===== src/rtl/i2c_master_byte_engine_assert.svh =====
// ----------------------------------------------------------------------------
// I2C master byte engine assertion macros
// Concurrent checks clocked on clk and disabled during rst.
// ----------------------------------------------------------------------------
`ifndef I2C_MASTER_BYTE_ENGINE_ASSERT_SVH
`define I2C_MASTER_BYTE_ENGINE_ASSERT_SVH

`ifndef ASSERT_OFF

// Condition holds at every clock edge.
`define ASSERT_HOLDS(lbl, cond, msg) \
  lbl: assert property (@(posedge clk) disable iff (rst) (cond)) else $error(msg);

// Antecedent at one edge implies consequent at the next edge.
`define ASSERT_NEXT(lbl, ante, cons, msg) \
  lbl: assert property (@(posedge clk) disable iff (rst) (ante) |=> (cons)) else $error(msg);

`else

`define ASSERT_HOLDS(lbl, cond, msg)
`define ASSERT_NEXT(lbl, ante, cons, msg)

`endif

`endif


===== src/rtl/i2cmbe_pkg.sv =====
`timescale 1ns / 1ps
// ----------------------------------------------------------------------------
// I2C master byte engine package
// Field widths, request kind codes and configuration register indexes.
// ----------------------------------------------------------------------------
package i2cmbe_pkg;

  localparam int KIND_W  = 3;
  localparam int BYTE_W  = 8;
  localparam int HALF_W  = 16;
  localparam int LIMIT_W = 4;
  localparam int CFG_W   = 16;
  localparam int CFG_IDX_W = 1;

  typedef logic [KIND_W-1:0]    kind_t;
  typedef logic [BYTE_W-1:0]    byte_t;
  typedef logic [CFG_IDX_W-1:0] cfg_idx_t;

  localparam kind_t KIND_NONE  = 3'd0;
  localparam kind_t KIND_START = 3'd1;
  localparam kind_t KIND_STOP  = 3'd2;
  localparam kind_t KIND_WRITE = 3'd3;
  localparam kind_t KIND_READ  = 3'd4;

  localparam cfg_idx_t REG_HALF_PERIOD = 1'b0;
  localparam cfg_idx_t REG_ACK_LIMIT   = 1'b1;

endpackage


===== src/rtl/i2cmbe_ifs.sv =====
`timescale 1ns / 1ps
// ----------------------------------------------------------------------------
// I2C master byte engine channels
// Request channel (one tick with optional command) and result channel.
// ----------------------------------------------------------------------------
interface i2cmbe_req_if
  import i2cmbe_pkg::*;
();
  logic  valid;
  logic  ready;
  kind_t kind;
  byte_t write_data;
  logic  send_nack;
  logic  sda_level;

  modport source (output valid, output kind, output write_data, output send_nack,
                  output sda_level, input ready);
  modport sink (input valid, input kind, input write_data, input send_nack,
                input sda_level, output ready);
endinterface

interface i2cmbe_res_if
  import i2cmbe_pkg::*;
();
  logic  valid;
  logic  ready;
  logic  scl_release;
  logic  sda_release;
  logic  busy_res;
  logic  done_res;
  byte_t read_data;
  logic  ack_status;

  modport source (output valid, output scl_release, output sda_release,
                  output busy_res, output done_res, output read_data,
                  output ack_status, input ready);
  modport sink (input valid, input scl_release, input sda_release, input busy_res,
                input done_res, input read_data, input ack_status, output ready);
endinterface


===== src/rtl/i2c_master_byte_engine.sv =====
`timescale 1ns / 1ps
// ----------------------------------------------------------------------------
// I2C master byte engine
// Open-drain SCL/SDA sequencer for start, stop, byte write and byte read.
// ----------------------------------------------------------------------------
// Each request is one bus tick; while cmd.ready is high, one request is taken
// per clock cycle and its result appears in the output register on the next
// cycle. A request is taken whenever the output register is empty or is being
// emptied in the same cycle, so requests stall only on a full, unread result
// register. Bus timing is counted in requests, in units of half_period_ticks.
`include "i2c_master_byte_engine_assert.svh"

module i2c_master_byte_engine
  import i2cmbe_pkg::*;
(
  input  logic                 clk,
  input  logic                 rst,
  input  logic                 cfg_we,
  input  logic [CFG_IDX_W-1:0] cfg_index,
  input  logic [CFG_W-1:0]     cfg_data,
  i2cmbe_req_if.sink           cmd,
  i2cmbe_res_if.source         res
);

  localparam logic [4:0] PH_IDLE      = 5'd0;
  localparam logic [4:0] PH_ST1       = 5'd1;
  localparam logic [4:0] PH_ST2       = 5'd2;
  localparam logic [4:0] PH_ST3       = 5'd3;
  localparam logic [4:0] PH_SP1       = 5'd4;
  localparam logic [4:0] PH_SP2       = 5'd5;
  localparam logic [4:0] PH_SP3       = 5'd6;
  localparam logic [4:0] PH_WR_LO     = 5'd7;
  localparam logic [4:0] PH_WR_HI     = 5'd8;
  localparam logic [4:0] PH_WR_GAP    = 5'd9;
  localparam logic [4:0] PH_AK_LO     = 5'd10;
  localparam logic [4:0] PH_AK_SAMPLE = 5'd11;
  localparam logic [4:0] PH_AK_RETRY  = 5'd12;
  localparam logic [4:0] PH_RD_LO     = 5'd13;
  localparam logic [4:0] PH_RD_HI     = 5'd14;
  localparam logic [4:0] PH_PA_LO     = 5'd15;
  localparam logic [4:0] PH_PA_HI     = 5'd16;

  localparam logic [3:0] BITS_PER_BYTE = 4'd8;

  logic [HALF_W-1:0]  half_period_ticks;
  logic [LIMIT_W-1:0] ack_sample_limit;

  logic [4:0]         phase, phase_next;
  logic [HALF_W:0]    tick_counter, tick_counter_next;
  logic [3:0]         bit_counter, bit_counter_next;
  byte_t              shift_byte, shift_byte_next;
  logic [LIMIT_W-1:0] ack_tries, ack_tries_next;
  logic               nack_to_send, nack_to_send_next;
  logic               scl_drive, scl_drive_next;
  logic               sda_drive, sda_drive_next;
  logic               last_ack, last_ack_next;
  byte_t              read_hold, read_hold_next;
  logic               done_next;

  logic               out_valid;
  logic               take;
  logic [HALF_W:0]    half_len;
  logic [HALF_W:0]    full_len;
  logic [HALF_W:0]    tick_dec;
  logic [3:0]         bit_inc;
  logic [LIMIT_W-1:0] tries_inc;

  assign cmd.ready = !out_valid || res.ready;
  assign take      = cmd.valid && cmd.ready;

  assign half_len  = (half_period_ticks == '0) ? (HALF_W+1)'(1)
                                               : {1'b0, half_period_ticks};
  assign full_len  = {half_len[HALF_W-1:0], 1'b0};
  assign tick_dec  = (tick_counter != '0) ? tick_counter - (HALF_W+1)'(1) : '0;
  assign bit_inc   = bit_counter + 4'd1;
  assign tries_inc = ack_tries + LIMIT_W'(1);

  always_comb begin
    phase_next        = phase;
    tick_counter_next = tick_counter;
    bit_counter_next  = bit_counter;
    shift_byte_next   = shift_byte;
    ack_tries_next    = ack_tries;
    nack_to_send_next = nack_to_send;
    scl_drive_next    = scl_drive;
    sda_drive_next    = sda_drive;
    last_ack_next     = last_ack;
    read_hold_next    = read_hold;
    done_next         = 1'b0;
    if (phase == PH_IDLE) begin
      case (cmd.kind)
        KIND_START: begin
          sda_drive_next    = 1'b1;
          tick_counter_next = half_len;
          phase_next        = PH_ST1;
        end
        KIND_STOP: begin
          scl_drive_next    = 1'b0;
          sda_drive_next    = 1'b0;
          tick_counter_next = half_len;
          phase_next        = PH_SP1;
        end
        KIND_WRITE: begin
          bit_counter_next  = 4'd0;
          scl_drive_next    = 1'b0;
          sda_drive_next    = cmd.write_data[BYTE_W-1];
          shift_byte_next   = {cmd.write_data[BYTE_W-2:0], 1'b0};
          tick_counter_next = half_len;
          phase_next        = PH_WR_LO;
        end
        KIND_READ: begin
          shift_byte_next   = '0;
          bit_counter_next  = 4'd0;
          nack_to_send_next = cmd.send_nack;
          sda_drive_next    = 1'b1;
          scl_drive_next    = 1'b0;
          tick_counter_next = half_len;
          phase_next        = PH_RD_LO;
        end
        default: begin
        end
      endcase
    end else begin
      tick_counter_next = tick_dec;
      if (tick_dec == '0) begin
        case (phase)
          PH_ST1: begin
            scl_drive_next    = 1'b1;
            tick_counter_next = full_len;
            phase_next        = PH_ST2;
          end
          PH_ST2: begin
            sda_drive_next    = 1'b0;
            tick_counter_next = full_len;
            phase_next        = PH_ST3;
          end
          PH_ST3: begin
            scl_drive_next = 1'b0;
            phase_next     = PH_IDLE;
            done_next      = 1'b1;
          end
          PH_SP1: begin
            scl_drive_next    = 1'b1;
            tick_counter_next = full_len;
            phase_next        = PH_SP2;
          end
          PH_SP2: begin
            sda_drive_next    = 1'b1;
            tick_counter_next = full_len;
            phase_next        = PH_SP3;
          end
          PH_SP3: begin
            phase_next = PH_IDLE;
            done_next  = 1'b1;
          end
          PH_WR_LO: begin
            scl_drive_next    = 1'b1;
            tick_counter_next = half_len;
            phase_next        = PH_WR_HI;
          end
          PH_WR_HI: begin
            scl_drive_next    = 1'b0;
            tick_counter_next = half_len;
            phase_next        = PH_WR_GAP;
          end
          PH_WR_GAP: begin
            bit_counter_next  = bit_inc;
            tick_counter_next = half_len;
            if (bit_inc < BITS_PER_BYTE) begin
              scl_drive_next  = 1'b0;
              sda_drive_next  = shift_byte[BYTE_W-1];
              shift_byte_next = {shift_byte[BYTE_W-2:0], 1'b0};
              phase_next      = PH_WR_LO;
            end else begin
              sda_drive_next = 1'b1;
              ack_tries_next = '0;
              phase_next     = PH_AK_LO;
            end
          end
          PH_AK_LO: begin
            scl_drive_next    = 1'b1;
            tick_counter_next = half_len;
            phase_next        = PH_AK_SAMPLE;
          end
          PH_AK_SAMPLE, PH_AK_RETRY: begin
            if (phase == PH_AK_RETRY) begin
              ack_tries_next = tries_inc;
            end
            if ((phase == PH_AK_RETRY) && (tries_inc >= ack_sample_limit)) begin
              last_ack_next     = 1'b1;
              scl_drive_next    = 1'b0;
              sda_drive_next    = 1'b0;
              tick_counter_next = half_len;
              phase_next        = PH_SP1;
            end else if (!cmd.sda_level) begin
              sda_drive_next = 1'b1;
              scl_drive_next = 1'b0;
              last_ack_next  = 1'b0;
              phase_next     = PH_IDLE;
              done_next      = 1'b1;
            end else begin
              tick_counter_next = half_len;
              phase_next        = PH_AK_RETRY;
            end
          end
          PH_RD_LO: begin
            scl_drive_next    = 1'b1;
            shift_byte_next   = {shift_byte[BYTE_W-2:0], cmd.sda_level};
            tick_counter_next = half_len;
            phase_next        = PH_RD_HI;
          end
          PH_RD_HI: begin
            bit_counter_next  = bit_inc;
            scl_drive_next    = 1'b0;
            tick_counter_next = half_len;
            if (bit_inc < BITS_PER_BYTE) begin
              phase_next = PH_RD_LO;
            end else begin
              sda_drive_next = nack_to_send;
              phase_next     = PH_PA_LO;
            end
          end
          PH_PA_LO: begin
            scl_drive_next    = 1'b1;
            tick_counter_next = half_len;
            phase_next        = PH_PA_HI;
          end
          PH_PA_HI: begin
            scl_drive_next = 1'b0;
            read_hold_next = shift_byte;
            phase_next     = PH_IDLE;
            done_next      = 1'b1;
          end
          default: begin
            phase_next = PH_IDLE;
          end
        endcase
      end
    end
  end

  always_ff @(posedge clk) begin
    if (rst) begin
      half_period_ticks <= HALF_W'(250);
      ack_sample_limit  <= LIMIT_W'(2);
    end else if (cfg_we) begin
      unique case (cfg_index)
        REG_HALF_PERIOD: half_period_ticks <= cfg_data[HALF_W-1:0];
        REG_ACK_LIMIT:   ack_sample_limit  <= cfg_data[LIMIT_W-1:0];
      endcase
    end
  end

  always_ff @(posedge clk) begin
    if (rst) begin
      phase        <= PH_IDLE;
      tick_counter <= '0;
      bit_counter  <= '0;
      shift_byte   <= '0;
      ack_tries    <= '0;
      nack_to_send <= 1'b0;
      scl_drive    <= 1'b1;
      sda_drive    <= 1'b1;
      last_ack     <= 1'b0;
      read_hold    <= '0;
    end else if (take) begin
      phase        <= phase_next;
      tick_counter <= tick_counter_next;
      bit_counter  <= bit_counter_next;
      shift_byte   <= shift_byte_next;
      ack_tries    <= ack_tries_next;
      nack_to_send <= nack_to_send_next;
      scl_drive    <= scl_drive_next;
      sda_drive    <= sda_drive_next;
      last_ack     <= last_ack_next;
      read_hold    <= read_hold_next;
    end
  end

  always_ff @(posedge clk) begin
    if (rst) begin
      out_valid <= 1'b0;
    end else if (take) begin
      out_valid <= 1'b1;
    end else if (res.ready) begin
      out_valid <= 1'b0;
    end
  end

  always_ff @(posedge clk) begin
    if (take) begin
      res.scl_release <= scl_drive_next;
      res.sda_release <= sda_drive_next;
      res.busy_res    <= (phase_next != PH_IDLE);
      res.done_res    <= done_next;
      res.read_data   <= read_hold_next;
      res.ack_status  <= last_ack_next;
    end
  end

  assign res.valid = out_valid;

  `ASSERT_HOLDS(a_idle_no_count, (phase != PH_IDLE) || (tick_counter == '0), "idle with count")
  `ASSERT_HOLDS(a_bit_range, bit_counter <= BITS_PER_BYTE, "bit counter past byte")
  `ASSERT_HOLDS(a_done_not_busy, !(out_valid && res.done_res && res.busy_res), "done while busy")
  `ASSERT_NEXT(a_start_enters, take && (phase == PH_IDLE) && (cmd.kind == KIND_START), phase == PH_ST1, "start not taken")

endmodule

===== src/flat_wrapper.sv =====
// flat-port wrapper written by rule: the top's interface ports become plain ports
module i2c_master_byte_engine_flat import i2cmbe_pkg::*;
  (clk, rst, cfg_we, cfg_index, cfg_data, cmd_valid, cmd_kind, cmd_write_data, cmd_send_nack, cmd_sda_level, cmd_ready, res_valid, res_scl_release, res_sda_release, res_busy_res, res_done_res, res_read_data, res_ack_status, res_ready);
  i2cmbe_req_if cmd_i ();
  i2cmbe_res_if res_i ();
  input  logic clk;
  input  logic rst;
  input  logic cfg_we;
  input  logic [CFG_IDX_W-1:0] cfg_index;
  input  logic [CFG_W-1:0] cfg_data;
  input wire logic [$bits(cmd_i.valid)-1:0] cmd_valid;
  input wire logic [$bits(cmd_i.kind)-1:0] cmd_kind;
  input wire logic [$bits(cmd_i.write_data)-1:0] cmd_write_data;
  input wire logic [$bits(cmd_i.send_nack)-1:0] cmd_send_nack;
  input wire logic [$bits(cmd_i.sda_level)-1:0] cmd_sda_level;
  output wire logic [$bits(cmd_i.ready)-1:0] cmd_ready;
  output wire logic [$bits(res_i.valid)-1:0] res_valid;
  output wire logic [$bits(res_i.scl_release)-1:0] res_scl_release;
  output wire logic [$bits(res_i.sda_release)-1:0] res_sda_release;
  output wire logic [$bits(res_i.busy_res)-1:0] res_busy_res;
  output wire logic [$bits(res_i.done_res)-1:0] res_done_res;
  output wire logic [$bits(res_i.read_data)-1:0] res_read_data;
  output wire logic [$bits(res_i.ack_status)-1:0] res_ack_status;
  input wire logic [$bits(res_i.ready)-1:0] res_ready;
  assign cmd_i.valid = cmd_valid;
  assign cmd_i.kind = cmd_kind;
  assign cmd_i.write_data = cmd_write_data;
  assign cmd_i.send_nack = cmd_send_nack;
  assign cmd_i.sda_level = cmd_sda_level;
  assign cmd_ready = cmd_i.ready;
  assign res_valid = res_i.valid;
  assign res_scl_release = res_i.scl_release;
  assign res_sda_release = res_i.sda_release;
  assign res_busy_res = res_i.busy_res;
  assign res_done_res = res_i.done_res;
  assign res_read_data = res_i.read_data;
  assign res_ack_status = res_i.ack_status;
  assign res_i.ready = res_ready;
  i2c_master_byte_engine u_core (.clk(clk), .rst(rst), .cfg_we(cfg_we), .cfg_index(cfg_index), .cfg_data(cfg_data), .cmd(cmd_i), .res(res_i));
endmodule

===== config.mk =====
export PLATFORM = sky130hd
export DESIGN_NAME = i2c_master_byte_engine_flat
export DESIGN_NICKNAME = d
export VERILOG_FILES = /design/src/rtl/i2cmbe_pkg.sv /design/src/rtl/i2cmbe_ifs.sv /design/src/rtl/i2c_master_byte_engine.sv /design/src/flat_wrapper.sv
export VERILOG_INCLUDE_DIRS = /design/src /design/src/rtl
export SDC_FILE = /design/constraint.sdc
export NUM_CORES = 1
export LEC_CHECK = 0
export BUFFER_PORTS_ARGS = -buffer_cell sky130_fd_sc_hd__buf_4
export CAP_MARGIN = 25
export CORE_ASPECT_RATIO = 1.2
export CORE_MARGIN = 2
export CORE_UTILIZATION = 40
export CTS_CLUSTER_SIZE = 40
export DETAILED_ROUTE_END_ITERATION = 16
export SLEW_MARGIN = 10
export SYNTH_ARGS = -nofsm -noshare
export SYNTH_HDL_FRONTEND = slang
export SYNTH_SLANG_ARGS = --single-unit

===== constraint.sdc =====
create_clock -name clk -period 3.2 [get_ports clk]
set_clock_uncertainty 0.05 [all_clocks]
set_input_delay 0.64 -clock clk [delete_from_list [all_inputs] [get_ports clk]]
set_output_delay 0.64 -clock clk [all_outputs]
set_load 0.02 [all_outputs]

==> impl_results.md, run 1 <==
* RSZ-0062 raised after global routing: false
* Max Slew Vio Count at 0
* CP endpoint kind: register
* EDFF count, synth at 13
* Post-Place Worst Slack at 52.79 ps
* Worst r2r src: u_core.tick_counter[4]$_SDFFE_PP0P_
* Multi-input gate area at slightly above 3000 um2
* Sequential area share after synthesis at 0.3581
* Crit path arrival time at roughly 3100 ps
* Maxcap violations at 0
* Clock root cell: clkbuf_16
* CTS tree: done
* Worst Setup SP: u_core.tick_counter[4]$_SDFFE_PP0P_
* Slew HR at 0.4530
* Crit path to: u_core.res.busy_res$_DFFE_PP_
* Fmax at 324.6 MHz
* Unique masters post-synth at between 60 and 70
* Bufs on Longest Clock Path at 2
* Net count, final at 731
* CTS buffer count at 9
* Grt total ovfl at 0
* Setup TNS Final at 0 ps
* Clock latency on the worst-skew pair at ~350 ps
* R2R Path End: u_core.res.busy_res$_DFFE_PP_
* GR Util All Layers at 0.2134
* Cell Pwr Density at roughly 530 nW/um2
* Clk slew on worst S/H paths at ~70 ps
* Count of final hold-check violations at 0
* Initial antenna violation count at 0
* Startpoint Class: register
* Routability cong. at 0.8894
* Initial Util at 0.4047
* First-pass GRT wire length at ~23 mm
* Post-DR wirelength/cell at about 16 um
* Maximum VDD drop at 265.2 uV
* Core Rows at 45
* Mapped Cells at 638
* Min setup slack post-route at between 100 and 150 ps
* Layout cells sized above 1 at 0.2017
* Number of global-route vias before repair at 4665
* HP Class: register to register
* Top_reg_cell synth: dfxtp_1
* Yosys warning count at 0
* CTS Hold Bufs at 0
* Drt via density at 5.668
* DRC viols at 0
* Synth async-reset ratio at 0
* Clock sink count at 84
* Pre-antenna DRT Iters at 5
* Register area at roughly 1800 um2
* Detailed Route WL at approximately 14 mm
* I/O pins at 50
* Syn Nets at between 600 and 700
* Final setup viols at 0
* Largest net degree at the start of global routing at 74
* Filler cells at between 1000 and 1500
* Final Critical Period at just over 3000 ps
* Core area at between 10000 and 15000 um2
* Die height at 127.2 um
* Required time of the critical path at between 3000 and 4000 ps
* CP max FO at 5
* Antenna Nets Post-Route at 0
* Worst Setup Path Type: register to register
* DP HPWL at roughly 10 mm
* Drt first-iter violations at 350
* Seq cells post-synth at between 80 and 90
* Syn avg cell area at roughly 8 um2
* Die Wd at 106.7 um
* Outcome: finished clean
* Final cycle utilization of the critical path at 0.9626
* PortBufs at 49
* Htree depth at 3
* DR vias at between 4000 and 5000
* FF-to-FF setup slack at 120 ps
* Synth Cell Area at between 5000 and 6000 um2
* Ant diodes at 0
* Die area at 13570 um2
* Reg2Reg Depth at 9
* Area growth, synth to finish at 20.33%
* Lkg Pwr at around 2.3 nW
* Worst Tran Pin Value at 820.5 ps
## cells in the final DEF (no fill, tap or decap), drive strengths merged, types with 11 or more instances in the layout
| cell type | instances |
|---|---|
| a2111oi | 13 |
| a21o | 11 |
| a21oi | 58 |
| a22o | 15 |
| buf | 83 |
| clkbuf | 11 |
| dfxtp | 71 |
| edfxtp | 13 |
| inv | 14 |
| mux2i | 11 |
| nand2 | 86 |
| nand2b | 14 |
| nand3 | 21 |
| nor2 | 85 |
| nor3 | 20 |
| o21ai | 26 |
| xnor2 | 15 |
## Yosys cell counts, types with 5 or more instances
cell type  count  area (um2)
o211ai_1       5       37.54
nand3b_1       8       60.06
dfxtp_1       71        1421
nand2b_1      13       81.33
nor3_1        19       95.09
a2111oi_0      5       43.79
edfxtp_1      13       390.4
nor2_1        85       319.1
nor4_1        10       62.56
inv_1         13       48.80
a21o_1        11       82.58
ha_1           7       87.58
and3_1         5       31.28
a21oi_1       55       275.3
xor2_1         8       70.07
mux2i_1       11       110.1
clkbuf_1      36       135.1
a22o_1        15       131.4
a211oi_1       9       67.56
mux2_2        10       112.6
o22ai_1        5       31.28
nand2_1       86       322.8
xnor2_1       15       131.4
o21ai_0       25       125.1
nand3_1       21       105.1
a2111oi_2      8       120.1
## per-stage QoR
stage / instances / power [W] / hold slack (ps) / util / area [um2]
after floorplan: 638 / 0.001834 / 375.5 / - / 5059
after global placement: 840 / 0.002104 / 398.2 / 0.4568 / 5709
after detailed placement: 840 / 0.002114 / 401.8 / 0.4568 / 5709
after CTS: 856 / 0.003209 / 414.5 / 0.4816 / 6020
after global routing: 858 / 0.003399 / 431.8 / 0.4870 / 6087
final: 858 / 0.003227 / 409.4 / 0.4870 / 6087
## what timing repair did
| item | in CTS | in global routing |
|---|---|---|
| setup buffers | 0 | 1 |
| setup endpoints to repair | 0 | 33 |
| gates resized for setup | 0 | 14 |
## layout make-up
cell class              instances  area share
clock buffers                  11     0.04173
clock inverters                 5    0.009250
inverters                      14    0.008633
multi-input cells             497      0.5040
flip-flops and latches         84      0.2976
well taps                     164     0.03371
repair buffers                 83      0.1050
## routing by layer
layer,up-vias,GRT usage,wire length [um]
li1,2399,-,-
met1,2353,0.2691,6185
met2,89,0.3616,6932
met3,22,0.03061,426
met4,0,0.09473,372
met5,-,0,0
## state kept, by name, summed over array words and instances, names as in the netlist, 4 cells and up
name / count
u_core.half_period_ticks: 16
u_core.shift_byte: 8
u_core.bit_counter: 4
u_core.ack_tries: 4
u_core.phase: 5
u_core.tick_counter: 17
u_core.read_hold: 8
u_core.ack_sample_limit: 4
u_core.res.read_data: 8
## kinds of logic after synthesis
logic type,count (synthesis),share of synthesized area
compound gates,170,0.2355
xor+xnor,23,0.03982
fa+ha+maj,7,0.01731
buf+inv,57,0.04576
flops,84,0.3581
mux,21,0.04403
simple gates,276,0.2595
## how the worst min path moves through the flow
| stage | start | end | slack, ps | cells past startpoint |
|---|---|---|---|---|
| CTS | u_core.ack_sample_limit[2]$_SDFFE_PP0P_ | u_core.ack_sample_limit[2]$_SDFFE_PP0P_ | 410 | 2 |
| detailed placement | u_core.scl_drive$_SDFFE_PP1P_ | u_core.scl_drive$_SDFFE_PP1P_ | 400 | 2 |
| global route | u_core.scl_drive$_SDFFE_PP1P_ | u_core.scl_drive$_SDFFE_PP1P_ | 430 | 2 |
| global placement | u_core.scl_drive$_SDFFE_PP1P_ | u_core.scl_drive$_SDFFE_PP1P_ | 400 | 2 |
| finish | u_core.ack_sample_limit[2]$_SDFFE_PP0P_ | u_core.ack_sample_limit[2]$_SDFFE_PP0P_ | 410 | 2 |
| floorplan | u_core.scl_drive$_SDFFE_PP1P_ | u_core.scl_drive$_SDFFE_PP1P_ | 380 | 2 |
## critical path: stages, from the launching register on
cell and delay, ps:
dfxtp_1 320, or4_4 570, or3_4 410, o31a_1 270, nand2b_4 160, o31ai_4 250, buf_6 150, mux2_2 350
nor3_2 190, nand4_1 100
## power breakdown
part | internal (W) | switching [W]
Clock | 0.000653 | 0.000439
Combinational | 0.000395 | 0.000532
Sequential | 0.00114 | 0.0000722
(Power assumes the default switching activity.)
==> run 2, diff against run 1 <==
- CORE_MARGIN: 2 -> 4
==> run 2 against run 1 <==
Compared with the run above: power decreased by 1.4%; final area increased by 0.70%; core utilization increased by 1.5 points.
==> impl_results.md, run 2 (same netlist as run 1, synthesis figures left out) <==
* Die area at 14520 um2 (+7.0%)
* HP Class: register to register
* Most common cell after layout, fill and taps aside: nor2_1
* Routability cong. at 0.8865 (-0.33%)
* Slew HR at 0.4196 (-0.03340)
* Ant diodes at 0 (unchanged)
* Fmax at 322.4 MHz (-0.69%)
* Drt via density at 5.771 (+1.8%)
* Maximum VDD drop at 369.9 uV (+39%)
* Grt total ovfl at 0 (unchanged)
* First-pass GRT wire length at 24.29 mm (+4.7%)
* Register area at 1813 um2 (about the same)
* Largest net degree at the start of global routing at 74 (unchanged)
* Number of global-route vias before repair at 4814 (+3.2%)
* Lkg Pwr at 2.370 nW (+1.2%)
* Antenna Nets Post-Route at 0 (unchanged)
* Final non-filler cell total at 857 (-0.12%)
* Count of final hold-check violations at 0 (unchanged)
* Maxcap violations at 0 (unchanged)
* Reg with most FFs: u_core.tick_counter
* Final cycle utilization of the critical path at 0.9694 (+0.006724)
* Worst r2r src: u_core.tick_counter[4]$_SDFFE_PP0P_
* Most frequent cells in the layout: nor2_1 (85), nand2_1 (84), buf_4 (81)
* Startpoint Class: register
* Post-DR wirelength/cell at 17.09 um (+5.3%)
* Required time of the critical path at 3370 ps (+130 ps)
* Multi-input gate area at 3114 um2 (+1.5%)
* Detailed Route WL at 14.64 mm (+5.2%)
* Core Rows at 44 (-2.2%)
* I/O pins at 50 (unchanged)
* Layout cells sized above 1 at 0.2184 (+0.01666)
* Area growth, synth to finish at 21.17%
* CP max FO at 7 (+2)
* Worst Setup Path Type: register to register
* Reg2Reg Depth at 9 (unchanged)
* Die height at 131.2 um (+3.1%)
* Core area at 12220 um2 (-2.2%)
* DRC viols at 0 (unchanged)
* Clock sink count at 84 (unchanged)
* Max reg flops at 17 (unchanged)
* Pre-antenna DRT Iters at 5 (unchanged)
* RSZ-0062 raised after global routing: false
* WHS Path Cells at 2 (unchanged)
* DP HPWL at 10.39 mm (+3.8%)
* Initial antenna violation count at 0 (unchanged)
* FF-to-FF setup slack at 100 ps (-20 ps)
* Clk slew on worst S/H paths at 60 ps (about the same)
* Bufs on Longest Clock Path at 2 (unchanged)
* Crit path arrival time at 3270 ps (+150 ps)
* GR Util All Layers at 0.1986 (-0.01477)
* Final Critical Period at 3102 ps (+21.52 ps)
* Htree depth at 3 (unchanged)
* Total Power at 0.003182 W (-1.4%)
* Min setup slack post-route at 98.06 ps (-21.52 ps)
* Endpoint, Worst Hold: u_core.half_period_ticks[0]$_SDFFE_PP0P_
* Design area at 6130 um2 (+0.70%)
* Placed cell areas at 5705 um2 (about the same)
* Clock root cell: clkbuf_16
* HP Start: u_core.half_period_ticks[0]$_SDFFE_PP0P_
* R2R Path End: u_core.tick_counter[4]$_SDFFE_PP0P_
* Initial Util at 0.4139 (+0.009198)
* Cell Pwr Density at 519.2 nW/um2 (-2.1%)
* Post-Place Worst Slack at -133.3 ps (-186.1 ps)
* CTS buffer count at 9 (unchanged)
* Max Slew Vio Count at 0 (unchanged)
* Die Wd at 110.7 um (+3.8%)
* Final setup viols at 0 (unchanged)
* Clock latency on the worst-skew pair at 340 ps (about the same)
* Post-layout util at 0.5015 (+0.01455)
* Worst Tran Pin Value at 868.8 ps (+48.30 ps)
* Top flop regs: u_core.tick_counter: 17 flops, u_core.half_period_ticks: 16 flops
* Net count, final at 733 (+0.27%)
* PortBufs at 49 (unchanged)
* Drt first-iter violations at 335 (-4.3%)
* DR vias at 4946 (+1.7%)
* Outcome: finished clean
* Filler cells at 1209 (-3.6%)
* Placed cells at 837 (-0.36%)
* CTS tree: done
* CP endpoint kind: register
[run 2: what timing repair did]
item,4_1_cts,5_1_grt
buffers inserted,0,3
endpoints found under the hold margin,0,0
resized for setup,9,20
setup endpoints to repair,15,34
hold buffers,0,0
pin swaps,0,11
cloned,0,1
[run 2: critical path, cell delays in order, from the launching register on]
cell and delay [ps]:
dfxtp_1 320, or4_4 580, or3_4 410, o31a_1 280
nand2b_4 170, o31a_4 310, nor3_4 210, buf_6 180
a21oi_1 90, a2111oi_2 380
[run 2: worst max-delay path by stage]
| stage | startpoint | to | slack (ps) |
|---|---|---|---|
| 6_report | u_core.tick_counter[4]$_SDFFE_PP0P_ | u_core.tick_counter[4]$_SDFFE_PP0P_ | 100 |
| 5_1_grt | u_core.tick_counter[4]$_SDFFE_PP0P_ | u_core.tick_counter[4]$_SDFFE_PP0P_ | 6 |
| 3_5_place_dp | u_core.tick_counter[0]$_SDFFE_PP0P_ | u_core.tick_counter[4]$_SDFFE_PP0P_ | -130 |
| 4_1_cts | u_core.tick_counter[0]$_SDFFE_PP0P_ | u_core.tick_counter[6]$_SDFFE_PP0P_ | 4 |
| 3_3_place_gp | u_core.tick_counter[0]$_SDFFE_PP0P_ | u_core.res.busy_res$_DFFE_PP_ | 60 |
| 2_1_floorplan | u_core.tick_counter[4]$_SDFFE_PP0P_ | u_core.res.read_data[0]$_DFFE_PP_ | 60 |
[run 2: metal layers]
metal | GRT usage | vias up | routed length [um]
li1 | - | 2406 | -
met1 | 0.2580 | 2341 | 6382
met2 | 0.3296 | 165 | 7130
met3 | 0.02898 | 34 | 722
met4 | 0.08350 | 0 | 409
met5 | 0 | - | 0
[run 2: power breakdown]
| part | total (W) | switching, W | leakage (nW) | internal (W) |
|---|---|---|---|---|
| Combinational | 0.000977 | 0.000563 | 1.52 | 0.000413 |
| Clock | 0.000997 | 0.000444 | 0.144 | 0.000553 |
| Sequential | 0.00121 | 0.0000704 | 0.708 | 0.00114 |
| Total | 0.00318 | 0.00108 | 2.37 | 0.00210 |
[run 2: per-stage QoR]
stage	setup TNS [ps]	hold slack, ps
2_1_floorplan	0	375.5
4_1_cts	0	415.3
5_1_grt	0	431.8
3_3_place_gp	0	394.7
6_report	0	410.4
3_5_place_dp	-271.8	406.2
[run 2: layout make-up]
class / instances / share of cell area
multi-input combinational: 497 / 0.5081
sequential: 84 / 0.2958
timing repair buffer: 85 / 0.1086
clock buffer: 10 / 0.03899
tap: 161 / 0.03286
inverter: 14 / 0.008573
clock inverter: 6 / 0.007144
==> run 3, diff against run 2 <==
- clock period: 3.2 -> 2.8 ns (I/O delays scaled with it)
==> run 3 against run 2 <==
Compared with the run above: the run now ends with negative setup slack left; maximum frequency increased by 3.2%; global-route usage increased by 1.1 points; critical path type unchanged; die area unchanged; via count increased by 4.1%; hold slack got worse by 28 ps; routed wire length increased by 5.8%; largest power group is now combinational logic; sequential cell count unchanged.
==> impl_results.md, run 3 (same netlist as run 1, synthesis figures left out) <==
* Startpoint Class: register
* Setup TNS Final at -3379 ps (-3379 ps)
* Fmax at 332.8 MHz (+3.2%)
* Reg with most FFs: u_core.tick_counter
* PortBufs at 49 (unchanged)
* Area growth, synth to finish at 37.10%
* Outcome: finished, violations left
* Slew HR at 0.5790 (+0.1594)
* FF-to-FF setup slack at -200 ps (-300 ps)
* Final cycle utilization of the critical path at 1.073 (+0.1038)
* Core area at 12220 um2 (unchanged)
* Net count, final at 787 (+7.4%)
* Ant diodes at 0 (unchanged)
* Maximum VDD drop at 306.7 uV (-17%)
* Total Power at 0.003997 W (+26%)
* Post-DR wirelength/cell at 17.01 um (-0.43%)
* Clock network power share at 0.297 (-0.016)
* Reg2Reg Depth at 11 (+2)
* Clock root cell: clkbuf_16
* Htree depth at 3 (unchanged)
* Switch share at 0.3340 (-0.004603)
* Worst Tran Pin Value at 630.0 ps (-238.8 ps)
* Clock sink count at 84 (unchanged)
* DR vias at 5149 (+4.1%)
* First-pass GRT wire length at 25.39 mm (+4.5%)
* Max stage delay on crit path at 390 ps (-190 ps)
* Design area at 6935 um2 (+13%)
* Pre-antenna DRT Iters at 5 (unchanged)
* Count of final hold-check violations at 0 (unchanged)
* RSZ-0062 raised after global routing: true
* Required time of the critical path at 2820 ps (-550 ps)
* Largest net degree at the start of global routing at 41 (-45%)
* I/O pins at 50 (unchanged)
* CTS Hold Bufs at 0 (unchanged)
* Drt first-iter violations at 484 (+44%)
* Routability cong. at 0.9282 (+4.7%)
* NetSw at 0.001335 W (+24%)
* Crit path cell chain: inv_2 -> ha_4 -> or3b_4 -> or3_4 -> o31a_1 -> nand2b_4 -> o31ai_4 -> buf_6 -> mux2_4 -> nor3_2 -> nand4_1
* Final Critical Period at 3005 ps (-97.10 ps)
* Die area at 14520 um2 (unchanged)
* Die height at 131.2 um (unchanged)
* HP Start: cfg_data[7]
* Initial antenna violation count at 0 (unchanged)
* CP max FO at 5 (-2)
* Crit path arrival time at 3030 ps (-240 ps)
* Post-Place Worst Slack at -313.3 ps (-180.0 ps)
* Worst Setup Path Type: register to register
* Logic pwr share at 0.361 (+0.054)
* Clock latency on the worst-skew pair at 340 ps (about the same)
* Most frequent cells in the layout: buf_4 (117), nor2_1 (83), nand2_1 (82)
* Final setup viols at 37 (+37)
* CP top delay family: simple AND/OR/NAND/NOR gates
* CTS tree: done
* DRC viols at 0 (unchanged)
* Cell Pwr Density at 576.3 nW/um2 (+11%)
* CP endpoint kind: register
* Drt via density at 5.652 (-2.1%)
* Crit path buf inv count at 2 (+1)
* Antenna Nets Post-Route at 0 (unchanged)
* DP HPWL at 10.81 mm (+4.1%)
* Maxcap violations at 0 (unchanged)
* Initial Util at 0.4139 (unchanged)
* Die Wd at 110.7 um (unchanged)
* Worst-path cell with the longest stage delay: or3b_4
* Layout cells sized above 1 at 0.3253 (+0.1069)
* Clk slew on worst S/H paths at 60 ps (about the same)
* Number of global-route vias before repair at 5076 (+5.4%)
* Bufs on Longest Clock Path at 2 (unchanged)
* Max Slew Vio Count at 0 (unchanged)
* Share of total power in sequential cells at 0.342 (-0.038)
* Most common cell after layout, fill and taps aside: buf_4
* CTS buffer count at 9 (unchanged)
* Detailed Route WL at 15.50 mm (+5.8%)
* Min setup slack post-route at -204.8 ps (-302.9 ps)
* Internal power at 0.002662 W (+26%)
* Top flop regs: u_core.tick_counter: 17 flops, u_core.half_period_ticks: 16 flops
* Grt total ovfl at 0 (unchanged)
* WHS Path Cells at 3 (+1)
* Core Rows at 44 (unchanged)
* HP Class: primary input to register
* Placed cell areas at 6065 um2 (+6.3%)
* R2R Path End: u_core.res.busy_res$_DFFE_PP_
* Max reg flops at 17 (unchanged)
* Violated checks: negative setup slack
* Worst r2r src: u_core.tick_counter[1]$_SDFFE_PP0P_
* Endpoint, Worst Hold: u_core.half_period_ticks[7]$_SDFFE_PP1P_
* GR Util All Layers at 0.2099 (+0.01126)
* Lkg Pwr at 2.705 nW (+14%)
[run 3: changes by cell type in the layout (fill, tap and decap cells not counted), moves of 4 or more]
cell | before | now
a211oi_1 | 9 | 5
buf_4 | 81 | 117
a211oi_2 | 0 | 4
a21oi_1 | 54 | 34
a21oi_2 | 4 | 21
buf_6 | 2 | 17
buf_12 | 1 | 5
[run 3: repair_timing]
item / CTS / global route
endpoints found under the setup margin: 56 / 60
setup buffers: 15 / 9
gates resized for setup: 45 / 44
pin swaps: 26 / 20
gates cloned: 2 / 0
[run 3: metal layers]
layer	GRT usage	part of all wire
met1	0.2736	0.43
met2	0.3580	0.51
met3	0.03542	0.045
met4	0.05886	0.015
met5	0	0
[run 3: through the flow]
stage | utilization | hold WS (ps) | std cells
after floorplan | - | 375.5 | 638
after global placement | 0.4962 | 391.0 | 873
after detailed placement | 0.4962 | 400.3 | 873
after CTS | 0.5478 | 377.0 | 906
after global routing | 0.5675 | 382.4 | 911
final | 0.5675 | 382.5 | 911
[run 3: worst max-delay path by stage]
| stage | startpoint | end | cells past startpoint |
|---|---|---|---|
| after global placement | u_core.tick_counter[1]$_SDFFE_PP0P_ | u_core.res.read_data[6]$_DFFE_PP_ | 10 |
| final | u_core.tick_counter[1]$_SDFFE_PP0P_ | u_core.res.busy_res$_DFFE_PP_ | 11 |
| after global routing | u_core.tick_counter[1]$_SDFFE_PP0P_ | u_core.tick_counter[6]$_SDFFE_PP0P_ | 12 |
| after floorplan | u_core.tick_counter[0]$_SDFFE_PP0P_ | u_core.tick_counter[15]$_SDFFE_PP0P_ | 11 |
| after CTS | u_core.tick_counter[1]$_SDFFE_PP0P_ | u_core.res.busy_res$_DFFE_PP_ | 11 |
| after detailed placement | u_core.tick_counter[0]$_SDFFE_PP0P_ | u_core.res.read_data[6]$_DFFE_PP_ | 10 |
[run 3: power groups by stage]
| stage | logic (W) | registers [W] | clock network, W |
|---|---|---|---|
| 6_report | 0.00144 | 0.00137 | 0.00119 |
| 2_1_floorplan | 0.000722 | 0.00140 | 0 |
| 3_3_place_gp | 0.00118 | 0.00139 | 0 |
| 4_1_cts | 0.00134 | 0.00136 | 0.00121 |
| 5_1_grt | 0.00157 | 0.00137 | 0.00127 |
| 3_5_place_dp | 0.00119 | 0.00139 | 0 |
[run 3: cell type report]
class / instances / area (um2)
fillers: 1128 / 5286
clock inverters: 5 / 60.06
flip-flops and latches: 84 / 1814
inverters: 14 / 52.55
repair buffers: 139 / 1170
well taps: 161 / 201.4
multi-input cells: 497 / 3405
clock buffers: 11 / 232.7
[run 3: worst register-to-register path: cells and delay by family (launching register included)]
| kind | cells | cell delay [ps] |
|---|---|---|
| multiplexers | 1 | 300 |
| AO/OA/AOI/OAI | 2 | 480 |
| buffers and inverters | 2 | 230 |
| AND/OR/NAND/NOR | 5 | 1240 |
| flip-flops | 1 | 340 |
| adder cells (fa/ha/maj) | 1 | 120 |
